==> src/hw/rtl/nvpc_pkg.sv <==
`timescale 1ns / 1ps
// ----------------------------------------------------------------------------
// Nearest VGA palette color - shared definitions
// Palette table, entry counts, widths and the types that travel along the
// chain of distance cells.
// ----------------------------------------------------------------------------
package nvpc_pkg;

	localparam int PALETTE_ENTRIES    = 16;
	localparam int BACKGROUND_ENTRIES = 8;
	localparam int TABLE_SIZE         = 16;

	localparam int PAL_COUNT = (PALETTE_ENTRIES > TABLE_SIZE) ? TABLE_SIZE : PALETTE_ENTRIES;
	localparam int BG_COUNT  = (BACKGROUND_ENTRIES > PAL_COUNT) ? PAL_COUNT : BACKGROUND_ENTRIES;

	localparam int IDX_W  = 4;
	localparam int CNT_W  = 5;
	localparam int COMP_W = 8;
	localparam int SQ_W   = 16;
	localparam int WT_W   = 10;
	localparam int PROD_W = 26;
	localparam int TERM_W = 18;
	localparam int DIST_W = 20;

	localparam logic [WT_W-1:0] RED_BASE  = WT_W'(512);
	localparam logic [WT_W-1:0] BLUE_BASE = WT_W'(767);

	localparam logic [23:0] PALETTE [TABLE_SIZE] = '{
		24'h000000, 24'h0000AA, 24'h00AA00, 24'h00AAAA,
		24'hAA0000, 24'hAA00AA, 24'hAA5500, 24'hAAAAAA,
		24'h555555, 24'h5555FF, 24'h55FF55, 24'h55FFFF,
		24'hFF5555, 24'hFF55FF, 24'hFFFF55, 24'hFFFFFF
	};

	typedef struct packed {
		logic [COMP_W-1:0] r;
		logic [COMP_W-1:0] g;
		logic [COMP_W-1:0] b;
		logic              bg;
	} nvpc_pix_t;

	typedef struct packed {
		logic [DIST_W-1:0] score;
		logic [IDX_W-1:0]  idx;
	} nvpc_best_t;

endpackage

==> src/hw/rtl/nvpc_cell.sv <==
`timescale 1ns / 1ps
// ----------------------------------------------------------------------------
// Nearest VGA palette color - distance cell
// Compares one transaction with one palette entry over three stages and
// hands the pixel and the running best match on to the next cell.
// ----------------------------------------------------------------------------
module nvpc_cell
	import nvpc_pkg::*;
(
	input  logic             clk,
	input  logic             arst_n,
	input  logic [IDX_W-1:0] entry_idx,
	input  logic             in_valid,
	input  nvpc_pix_t        in_pix,
	input  nvpc_best_t       in_best,
	output logic             out_valid,
	output nvpc_pix_t        out_pix,
	output nvpc_best_t       out_best
);

	logic [23:0]       pal;
	logic [COMP_W-1:0] pr, pg, pb;
	logic [COMP_W:0]   rsum;
	logic [COMP_W-1:0] dr, dg, db;

	logic              valid_s1, valid_s2, valid_s3;
	nvpc_pix_t         pix_s1, pix_s2, pix_s3;
	nvpc_best_t        best_s1, best_s2, best_s3;
	logic [SQ_W-1:0]   dr2_s1, dg2_s1, db2_s1;
	logic [COMP_W-1:0] mean_s1;

	logic [WT_W-1:0]   rw, bw;
	logic [PROD_W-1:0] rprod, bprod;
	logic [TERM_W-1:0] rterm_s2, gterm_s2, bterm_s2;

	logic [DIST_W-1:0] score;
	logic              enabled;

	assign pal  = PALETTE[entry_idx];
	assign pr   = pal[23:16];
	assign pg   = pal[15:8];
	assign pb   = pal[7:0];
	assign rsum = {1'b0, pr} + {1'b0, in_pix.r};
	assign dr   = (pr >= in_pix.r) ? (pr - in_pix.r) : (in_pix.r - pr);
	assign dg   = (pg >= in_pix.g) ? (pg - in_pix.g) : (in_pix.g - pg);
	assign db   = (pb >= in_pix.b) ? (pb - in_pix.b) : (in_pix.b - pb);

	always_ff @(posedge clk or negedge arst_n) begin
		if (!arst_n) begin
			valid_s1 <= 1'b0;
			valid_s2 <= 1'b0;
			valid_s3 <= 1'b0;
		end else begin
			valid_s1 <= in_valid;
			valid_s2 <= valid_s1;
			valid_s3 <= valid_s2;
		end
	end

	always_ff @(posedge clk) begin
		pix_s1  <= in_pix;
		best_s1 <= in_best;
		mean_s1 <= rsum[COMP_W:1];
		dr2_s1  <= SQ_W'(dr) * SQ_W'(dr);
		dg2_s1  <= SQ_W'(dg) * SQ_W'(dg);
		db2_s1  <= SQ_W'(db) * SQ_W'(db);
	end

	assign rw    = RED_BASE + WT_W'(mean_s1);
	assign bw    = BLUE_BASE - WT_W'(mean_s1);
	assign rprod = PROD_W'(rw) * PROD_W'(dr2_s1);
	assign bprod = PROD_W'(bw) * PROD_W'(db2_s1);

	always_ff @(posedge clk) begin
		pix_s2   <= pix_s1;
		best_s2  <= best_s1;
		rterm_s2 <= rprod[PROD_W-1:8];
		gterm_s2 <= {dg2_s1, 2'b00};
		bterm_s2 <= bprod[PROD_W-1:8];
	end

	assign score   = DIST_W'(rterm_s2) + DIST_W'(gterm_s2) + DIST_W'(bterm_s2);
	assign enabled = !pix_s2.bg || ({1'b0, entry_idx} < CNT_W'(BG_COUNT));

	always_ff @(posedge clk) begin
		pix_s3 <= pix_s2;
		if (enabled && (score < best_s2.score)) begin
			best_s3.score <= score;
			best_s3.idx   <= entry_idx;
		end else begin
			best_s3 <= best_s2;
		end
	end

	assign out_valid = valid_s3;
	assign out_pix   = pix_s3;
	assign out_best  = best_s3;

endmodule

==> config.mk <==
export PLATFORM = sky130hd
export DESIGN_NAME = nvpc_cell
export DESIGN_NICKNAME = d
export VERILOG_FILES = /design/src/hw/rtl/nvpc_pkg.sv /design/src/hw/rtl/nvpc_cell.sv
export SDC_FILE = /design/constraint.sdc
export NUM_CORES = 1
export LEC_CHECK = 0
export ABC_AREA = 1
export BUFFER_PORTS_ARGS = -buffer_cell sky130_fd_sc_hd__buf_2
export CAP_MARGIN = 10
export CORE_UTILIZATION = 46
export DETAILED_ROUTE_END_ITERATION = 6
export GPL_TIMING_DRIVEN = 0
export PLACE_DENSITY_LB_ADDON = 0.1
export SYNTH_ARGS = -nofsm -noshare
export SYNTH_HDL_FRONTEND = slang
export SYNTH_SLANG_ARGS = --single-unit
==> constraint.sdc <==
create_clock -name clk -period 7.1 [get_ports clk]
set_input_delay 0 -clock clk [delete_from_list [all_inputs] [get_ports clk]]
set_output_delay 0 -clock clk [all_outputs]
set_load 0.1 [all_outputs]
Word-level counts from Yosys, hierarchy flattened
Memory sizes are Yosys's and may differ from the RTL's.
Index checks and enable logic that the tools add are counted.
- register bits: 258
- bits in latches: 0
- memory bits (writable): 0
- memory bits (read-only): 384
- input bits: 56
- output and inout port bits: 50
- word-level logic and storage cells: 61
- memories kept: 1
- memories (memory ; depth ; bits a word ; rd ports ; clocked after Yosys merged registers in ; write ports ; RTL line ; source):
    (no name shown) ; 16 ; 24 ; 1 ; 0 ; 0 ; nvpc_cell.sv:39 ; assign pal = PALETTE[entry_idx];
- $add $sub $neg: 11
- $mul: 5
- div/mod/pow operators: 0
- magnitude comparators: 6
- eq/ne operators: 0
- shift-type cells: 0
- mux-type cells: 6
- bitwise operators: 1
- reductions and logical operators: 3
- operator list (kind ; count):
    two-way mux 24 bit ; 3
    multiplier 10 x 16 -> 26 bit ; 2
    multiplier 8 x 8 -> 16 bit ; 3
    subtractor 8 bit ; 6
    >= comparator 8 bit ; 3
    two-way mux 8 bit ; 3
    adder 19 x 18 -> 20 bit ; 1
    less-than comparator 20 bit ; 1
    adder 18 x 18 -> 19 bit ; 1
    adder 10 x 8 -> 10 bit, first input constant ; 1
    subtractor 10 x 8 -> 10 bit, first input constant ; 1
    adder 8 x 8 -> 9 bit ; 1
    >= comparator 5 bit, second input constant ; 1
    NOT 4 -> 5 bit ; 1
    less-than comparator 4 bit, second input constant ; 1
    logical AND 1 bit ; 1
    logical NOT 1 bit ; 1
    logical OR 1 bit ; 1

Logic depth before layout (Yosys ltp)
Gate-level depths: netlist (run 1).
- depth after elaboration: 7
- depth in mapped cells: 34

Least setup slack after synthesis (run 1)
OpenSTA, ideal clock, no wires.
- path kind: input to register
- from: input entry_idx[0]
- to: register dg2_s1[13]
- setup time: 0.072 ns
- data arrival time: 5.696 ns
- data required time: 7.028 ns
- slack: 1.332 ns
- cell stages on the path: 30
- path buffers: 0
- cells stage by stage: inv_1 nand2_1 o21ai_0 inv_1 ha_1 fa_1 inv_1 nand2_2 nand3_2 o21ai_2 nand2_4 inv_4 nand2_1 nand2_2 nor2_1 inv_1 fa_1 inv_1 fa_1 inv_1 fa_1 fa_1 inv_1 ha_1 a21oi_1 inv_1 a31oi_1 o21ai_0 a31oi_1 xor2_1
- cells in the longest elaborated chain, start to end: 7
- elaborated cells between the ends (all ways): 9
- ends and longest elaborated chain (element ; RTL line ; source):
    from (decl) ; nvpc_cell.sv:12 ; input logic [IDX_W-1:0] entry_idx,
    NOT 4 -> 5 bit (implied by the code) * ; nvpc_cell.sv:39 ;
    memory (16 x 24 bit) * ; - ;
    two-way mux 24 bit (implied by the code) * (2 in a row) ; nvpc_cell.sv:39 ;
    subtractor 8 bit or >= comparator 8 bit (tied branches) ; nvpc_cell.sv:45 ; assign dg = (pg >= in_pix.g) ? (pg - in_pix.g) : (in_pix.g - pg);
    two-way mux 8 bit * ; nvpc_cell.sv:45 ;
    multiplier 8 x 8 -> 16 bit * ; nvpc_cell.sv:65 ; dg2_s1 <= SQ_W'(dg) * SQ_W'(dg);
    to (signal assigned) ; nvpc_cell.sv:65 ;
    to (decl) ; nvpc_cell.sv:29 ; logic [SQ_W-1:0] dr2_s1, dg2_s1, db2_s1;
Mark *: on every way between the ends. The rest lies on a longest branch, timed or not. The select of a mux whose other input is x is not followed.

Worst setup path after layout (run 1)
- from: input entry_idx[1]
- to: register dg2_s1[13]
The elaborated chain is that of the path after synthesis.

==> flow_summary.ini, run 1 <==
[layout]
final_area_um2 = 26700
stdcell_count = 3689
most_common_cell_after_layout_fill_and_taps_aside = inv_1
areaGrowthSynthToFinish_pct = 13.4
final_net_count = 3653
antenna_cells_inserted = 0
mostFrequentLayoutCells = 577 x inv_1, 487 x nand2_1, 322 x ha_1
final_layout_size_suffix_gt1_frac = 0.0736

[synth]
synth_ff_type = dfxtp_1
synth_enable_flop_cells = 0
netlist_top_cells_area = fa_1 24%, dfxtp_1 21%, ha_1 17%, inv_1 9.2%, nand2_1 7.8%
synthesis.area_per_instance_um2 = 8.46
synth_cells = 2783
synth.yosys.warnings = 0
synthDistinctLibCells = 52
synth_seq_area_share = 0.217
synth_async_sr_flop_share = 0.0118
post_synth_instance_area_um2 = 23600
postSynthRegisterBits = 254
synth_top_cell_area_share = 0.239
area_leader_netlist = fa_1

[clocking]
cts_tree = done
clock_insertion_delay_worst_skew_ns = 0.60
cts_inserted_buffers = 30
cts_htree_levels = 1
clk_pin_slew_ns = 0.06
clock_tree.root_cell = clkbuf_16
clock_path_buffers = 3
postCtsResizedCells = 0
cts_num_sinks = 254
post_cts_setup_buffer_count = 0

[worst_hold_path]
timing.hold.worst_path_depth = 2
holdCritPathClass = input port to flop
min_from = in_best[12]
whs_endpoint = best_s1[12]$_DFF_P_

[setup_path]
cp_max_fo = 9
cp_data_arrival_time_ns = 6.95
rrSetupSlack_ns = 0.93
critPathLaunchType = input port
critical_path.reg2reg.startpoint = mean_s1[4]$_DFF_P_
crit_path_end_kind = flop
crit_top_cell = inv_1
cell_type_of_the_slowest_stage_on_the_worst_timing_path = o21ai_0
worst-r2r-cell-count = 19
critPathMaxStageDelay_ns = 0.62
critical_path_class = input port to flop
cp_data_required_time_ns = 7.62
reg2reg_to = rterm_s2[16]$_DFF_P_

[grt]
global_route.peak_usage_layer = met2
grt_pass1_vias = 19082
grt_pass1_wl_um = 93900
gr-total-overflow = 0
grt_antenna_before_repair = 0
track_usage = 0.220
globalRouteMet2Util = 0.388
maximum_number_of_pins_on_one_net_before_global_route_repair = 17
grt_util_met3 = 0.0286
gr-usage-met1 = 0.283

[detailed_routing]
detail_route.wl_per_cell_um = 14.9
num_vias = 17958
dr.first_iter.drc_count = 767
route.antenna.remaining_nets = 0
post_drt_via_cell_ratio = 4.87
drtPass1Iterations = 5
remaining_drc_errors = 0
wl_um = 55100

[floorplanning]
die_h_um = 228
floorplan.initialDensity = 0.468
top_level_ports = 106
die_w_um = 228
die-area_um2 = 52100
coreArea_um2 = 50400
row_count = 82

[placed_design]
detailedPlacementHpwl_um = 45900
port_buffers = 105
globalplace.congestion = 0.855
place_area_um2 = 25000
pre_cts_slack_ns = 0.207
dp.cells = 3570

[sta]
grt_setup_unrepaired = no
clock.fmax_ghz = 0.156
worst_clock_skew_ns = 0.0234
finalSetupViolCount = 0
worst-slew-pin-transition_ns = 1.09
timing.final.max_slew_violations = 0
setup_total_negative_slack_ns = 0
period_minus_slack_ns = 6.43
timing.final.crit_share = 0.905
post-route-worst-setup-slack_ns = 0.674
max-slew-margin-rel = 0.270
report.final.hold_viol_count = 0

[flow_run]
max_cap_violations = 0

[status]
run_status = finished, final reports clean
[cells in the mapped netlist, types with 3 or more instances]
cell	number
or2_2	5
a21oi_1	128
o21ai_0	82
nor2_2	3
ha_1	322
dfrtp_1	3
nand2_1	487
o221ai_1	5
inv_2	8
a21o_1	11
xnor2_1	25
xor2_1	95
inv_1	577
nor2_1	216
nand2_4	5
nand2_2	15
o21bai_1	23
buf_1	10
a31oi_1	11
a211oi_1	4
nand4_1	28
nand3_1	75
buf_2	7
o211ai_1	6
clkbuf_2	6
clkbuf_1	24
nor3_1	19
a21boi_0	6
o21a_1	4
dfxtp_1	251
nor4_1	3
nand3b_1	4
fa_1	281
o21ai_1	6
o21ai_2	4
[kinds of logic (layout without fill, tap and decap cells)]
family	after synthesis	in the layout	synth area share
xor+xnor	120	120	0.0446
other cells	2	12	0.000319
flops	254	254	0.217
fa+ha+maj	603	603	0.410
compound gates	298	298	0.0726
simple gates	868	868	0.153
buf+inv	638	862	0.103
[worst max-delay path by stage]
stage	startpoint	end	slack, ns	cells past startpoint
2_1_floorplan	entry_idx[0]	dg2_s1[13]$_DFF_P_	1.33	30
3_3_place_gp	entry_idx[0]	dg2_s1[13]$_DFF_P_	0.28	31
3_5_place_dp	entry_idx[0]	dg2_s1[13]$_DFF_P_	0.21	31
4_1_cts	entry_idx[1]	dg2_s1[13]$_DFF_P_	0.67	31
5_1_grt	entry_idx[1]	dg2_s1[13]$_DFF_P_	0.23	31
6_report	entry_idx[1]	dg2_s1[13]$_DFF_P_	0.67	31
[per-layer routing]
| layer | up-vias | wire length [µm] |
|---|---|---|
| met4 | 0 | 1380 |
| met2 | 312 | 26500 |
| met1 | 8578 | 24800 |
| met5 | - | 0 |
| met3 | 82 | 2380 |
| li1 | 8986 | - |
[sequential cells by signal, indices dropped and copies added (netlist names), 18 cells and up]
register and count:
out_pix 25, pix_s1 25, pix_s2 25, best_s1 24
best_s2 24, out_best 24, bterm_s2 18, rterm_s2 18
[critical path: cells and delay by family]
family / cells / cell delay [ns]
compound gates: 6 / 1.48
xor+xnor: 1 / 0.17
fa+ha+maj: 7 / 3.05
buf+inv: 11 / 1.46
simple gates: 6 / 0.79
[layout make-up]
cell class              instances  area (µm²)
clock buffers                  36         803
well taps                     672         841
flip-flops and latches        254        5100
plain buffers                  50         219
repair buffers                169        1170
inverters                     588        2210
fillers                      4840       23700
multi-input cells            1901       16100
clock inverters                19         302
[per-stage QoR]
stage	hold WS (ns)	utilization
after floorplan	-0.296	-
final	0.0424	0.530
after global placement	-0.206	0.495
after CTS	0.00102	0.530
after global routing	0.0196	0.530
after detailed placement	-0.202	0.495
[repair_timing]
action | 4_1_cts | 5_1_grt
hold buffers | 64 | 0
setup endpoints to repair | 0 | 0
hold endpoints to repair | 62 | 0
Power of run 1 is not shown: default switching activity piles up to over one toggle a cycle in this logic, so the estimate is an artifact.
==> run 2, diff against run 1 <==
--- a/config.mk
+++ b/config.mk
@@ -9,5 +9,5 @@
 export BUFFER_PORTS_ARGS = -buffer_cell sky130_fd_sc_hd__buf_2
 export CAP_MARGIN = 10
-export CORE_UTILIZATION = 46
+export CORE_UTILIZATION = 45
 export DETAILED_ROUTE_END_ITERATION = 6
 export GPL_TIMING_DRIVEN = 0
==> constraint.sdc (replaced) <==
create_clock -name clk -period 7.1 [get_ports clk]
set_input_delay 0.355 -clock clk [delete_from_list [all_inputs] [get_ports clk]]
set_output_delay 0.355 -clock clk [all_outputs]
set_load 0.1 [all_outputs]
==> run 2 against run 1 <==
Effect of this change:
- sequential share of layout area up 0.16 points
- final area down 0.82%
- count of clock-buffer cells in the layout unchanged
- non-clock buffer count down 13
- first-iteration DRC count down 5.2%
- core utilization down 1.6 points
- highest routed layer unchanged
==> flow_summary.ini, run 2 (same netlist as run 1, synthesis figures left out) <==
[sta]
timing.final.max_slew_violations = 0
report.final.hold_viol_count = 0
max-slew-margin-rel = 0.340
fin_worst_hold_slack_ns = 0.0909
clock.fmax_ghz = 0.156
finalSetupViolCount = 0
period_minus_slack_ns = 6.42
setup_total_negative_slack_ns = 0
worst-slew-pin-transition_ns = 0.990
timing.final.crit_share = 0.904
worst_clock_skew_ns = 0.0121
grt_setup_unrepaired = no

[setup_path]
crit_top_cell = inv_1
critical_path_class = input port to flop
critPathLaunch = entry_idx[3]
cp_max_fo = 14
cp_data_arrival_time_ns = 6.93
worst-r2r-cell-count = 19
critPathLaunchType = input port
cell_type_of_the_slowest_stage_on_the_worst_timing_path = fa_1
critPathMaxStageDelay_ns = 0.54
rrSetupSlack_ns = 0.93
reg2reg_to = rterm_s2[16]$_DFF_P_
crit_path_end_kind = flop
cp_data_required_time_ns = 7.61
cp-endpoint = dg2_s1[13]$_DFF_P_
critical_path.reg2reg.startpoint = mean_s1[4]$_DFF_P_

[floorplanning]
floorplan.initialDensity = 0.457
coreArea_um2 = 51500
row_count = 83
die_w_um = 231
die-area_um2 = 53300
die_h_um = 231
top_level_ports = 106

[placed_design]
globalplace.congestion = 0.892
port_buffers = 105
detailedPlacementHpwl_um = 46100

[flow_run]
max_cap_violations = 0

[worst_hold_path]
holdCritPathClass = input port to async pin

[grt]
track_usage = 0.215
grt_antenna_before_repair = 0
maximum_number_of_pins_on_one_net_before_global_route_repair = 16
grt_pass1_wl_um = 92700
gr-total-overflow = 0
grt_pass1_vias = 18913

[detailed_routing]
remaining_drc_errors = 0
num_vias = 17887
dr.first_iter.drc_count = 727
route.antenna.remaining_nets = 0
drtPass1Iterations = 7
wl_um = 54600
detail_route.wl_per_cell_um = 14.8
post_drt_via_cell_ratio = 4.86

[clocking]
cts_htree_levels = 1
post_cts_setup_buffer_count = 0
cts_tree = done
clock_tree.root_cell = clkbuf_16
clk_pin_slew_ns = 0.06
cts_inserted_buffers = 28
clock_path_buffers = 3
clock_insertion_delay_worst_skew_ns = 0.58
cts_num_sinks = 254

[layout]
most_common_cell_after_layout_fill_and_taps_aside = inv_1
final_net_count = 3638
final_layout_size_suffix_gt1_frac = 0.0733
mostFrequentLayoutCells = 577 x inv_1, 487 x nand2_1, 322 x ha_1
post-route-util = 0.514
areaGrowthSynthToFinish_pct = 12.4

[status]
run_status = finished, final reports clean
run 2: area by class of cell:
type | count | area (µm²)
fill | 4996 | 25000
multi-input combinational | 1901 | 16100
sequential | 254 | 5100
inverter | 588 | 2210
timing repair buffer | 156 | 1040
tap | 680 | 851
clock buffer | 36 | 791
buffer | 50 | 219
clock inverter | 16 | 214
antenna | 1 | 2.50
run 2: how the worst min path moves through the flow:
stage          startpoint                  end  slack, ns
6_report           arst_n   valid_s1$_DFF_PN0_       0.09
5_1_grt            arst_n  out_valid$_DFF_PN0_       0.09
4_1_cts            arst_n   valid_s1$_DFF_PN0_       0.05
3_5_place_dp       arst_n   valid_s1$_DFF_PN0_       0.15
3_3_place_gp       arst_n   valid_s1$_DFF_PN0_       0.15
2_1_floorplan      arst_n  out_valid$_DFF_PN0_       0.06
run 2: stage by stage:
stage,setup slack (ns),instance area (µm²),instances
after detailed placement,-0.119,25000,3578
after global routing,0.151,26500,3681
after floorplan,0.977,23600,2793
after CTS,0.499,26500,3681
final,0.679,26500,3682
after global placement,-0.0660,25000,3578
run 2: critical path, delay by kind of cell:
kind | cells | cell delay [ns]
fa+ha+maj | 7 | 3.02
compound gates | 6 | 1.23
simple gates | 6 | 0.76
buf+inv | 10 | 1.39
xor+xnor | 1 | 0.15
run 2: metal layers:
| metal | global-route usage | share of wire |
|---|---|---|
| met3 | 0.0225 | 0.031 |
| met5 | 0 | 0 |
| met2 | 0.368 | 0.47 |
| met4 | 0.0629 | 0.028 |
| met1 | 0.286 | 0.47 |
run 2: timing repair:
item | CTS | global route
resized for setup | 0 | 1
setup endpoints to repair | 0 | 1
endpoints found under the hold margin | 53 | 0
hold buffers | 51 | 0
Power of run 2 is left out for the same reason.
==> run 3, diff against run 2 <==
CAP_MARGIN = unset   (was 10)
MAX_ROUTING_LAYER = met4   (was unset)
SLEW_MARGIN = 20   (was unset)
==> run 3 against run 2 <==
Effect of this change:
- core utilization about the same
- largest cell class unchanged
- critical endpoint unchanged
- worst setup slack gained 0.010 ns
- clock skew is 0.0064 ns higher
- first-iteration DRC count shrank 1.4%
==> flow_summary.ini, run 3 (same netlist as run 1, synthesis figures left out) <==
[status]
run_status = finished, final reports clean

[floorplanning]
die-area_um2 = 53300
coreArea_um2 = 51500
die_w_um = 231
floorplan.initialDensity = 0.457
top_level_ports = 106
row_count = 83
die_h_um = 231

[grt]
grt_pass1_vias = 18754
maximum_number_of_pins_on_one_net_before_global_route_repair = 16
grt_pass1_wl_um = 93100
track_usage = 0.223
gr-total-overflow = 0
grt_antenna_before_repair = 0

[clocking]
cts_htree_levels = 1
cts_tree = done
cts_num_sinks = 254
cts_inserted_buffers = 28
clock_insertion_delay_worst_skew_ns = 0.59
clock_path_buffers = 3
clock_tree.root_cell = clkbuf_16
clk_pin_slew_ns = 0.06

[setup_path]
cp_max_fo = 14
timing.critical_path.buf_inv = 10
cp_data_arrival_time_ns = 6.91
critical_path_class = input port to flop
cp_data_required_time_ns = 7.60
cell_type_of_the_slowest_stage_on_the_worst_timing_path = fa_1
crit_path_end_kind = flop
critPathMaxStageDelay_ns = 0.55
critPathLaunchType = input port
crit_top_cell = inv_1
critPathTopFamily = adder cells

[layout]
antenna_cells_inserted = 0
multi_input_area_um2 = 16100
regArea_um2 = 5100
mostFrequentLayoutCells = 577 x inv_1, 487 x nand2_1, 322 x ha_1
final_net_count = 3638
final_layout_size_suffix_gt1_frac = 0.0726
most_common_cell_after_layout_fill_and_taps_aside = inv_1
areaGrowthSynthToFinish_pct = 12.5
stdcell_count = 3681
nFillCells = 4955

[sta]
grt_setup_unrepaired = no
worst-slew-pin-transition_ns = 1.00
worst_clock_skew_ns = 0.0185
setup_total_negative_slack_ns = 0
max-slew-margin-rel = 0.331
period_minus_slack_ns = 6.41
finalSetupViolCount = 0
clock.fmax_ghz = 0.156
timing.final.max_slew_violations = 0
timing.final.crit_share = 0.903
report.final.hold_viol_count = 0

[placed_design]
globalplace.congestion = 0.890
port_buffers = 105
detailedPlacementHpwl_um = 46200
dp.cells = 3578

[detailed_routing]
dr.first_iter.drc_count = 717
post_drt_via_cell_ratio = 4.86
drtPass1Iterations = 5
route.antenna.remaining_nets = 0
wl_um = 55100
remaining_drc_errors = 0
detail_route.wl_per_cell_um = 15.0
num_vias = 17884

[flow_run]
max_cap_violations = 0

[worst_hold_path]
holdCritPathClass = input port to async pin
## run 3: layer usage
layer / track usage / vias up / routed length, µm
met5: - / - / 0
met4: 0.0497 / 0 / 1060
met3: 0.0278 / 62 / 2070
met2: 0.373 / 270 / 25900
met1: 0.287 / 8604 / 26000
li1: - / 8948 / -
## run 3: layout make-up
type | count | area share
Buffer | 50 | 0.00827
Clock buffer | 40 | 0.0312
Clock inverter | 12 | 0.00694
Inverter | 588 | 0.0835
Multi-Input combinational cell | 1901 | 0.606
Sequential cell | 254 | 0.193
Tap cell | 680 | 0.0321
Timing Repair Buffer | 156 | 0.0391
## run 3: what timing repair did
action	CTS	global route
endpoints found under the hold margin	53	0
endpoints found under the setup margin	0	1
buffers inserted	0	0
gates resized for setup	0	1
hold buffers	51	0
## run 3: worst paths after layout
kind,end,slack (ns),startpoint,cells after the start
setup / recovery,dg2_s1[13]$_DFF_P_,0.69,entry_idx[3],30
hold / removal,valid_s1$_DFF_PN0_,0.1,arst_n,2
setup reg to reg,bterm_s2[12]$_DFF_P_,0.87,mean_s1[5]$_DFF_P_,20
hold reg to reg,pix_s2[0]$_DFF_P_,0.32,pix_s1[0]$_DFF_P_,0
max in group asynchronous,out_valid$_DFF_PN0_,6.90,arst_n,2
min in group clk,out_best[1]$_DFF_P_,0.12,entry_idx[1],3
## run 3: through the flow
| step | hold WS (ns) | worst slack (ns) | area (µm²) | util |
|---|---|---|---|---|
| finish | 0.0988 | 0.689 | 26500 | 0.514 |
| global route | 0.108 | 0.166 | 26500 | 0.514 |
| CTS | 0.0614 | 0.477 | 26500 | 0.514 |
| detailed placement | 0.152 | -0.142 | 25000 | 0.485 |
| global placement | 0.150 | -0.0690 | 25000 | 0.485 |
| floorplan | 0.0594 | 0.977 | 23600 | - |
Power of run 3 is left out for the same reason.
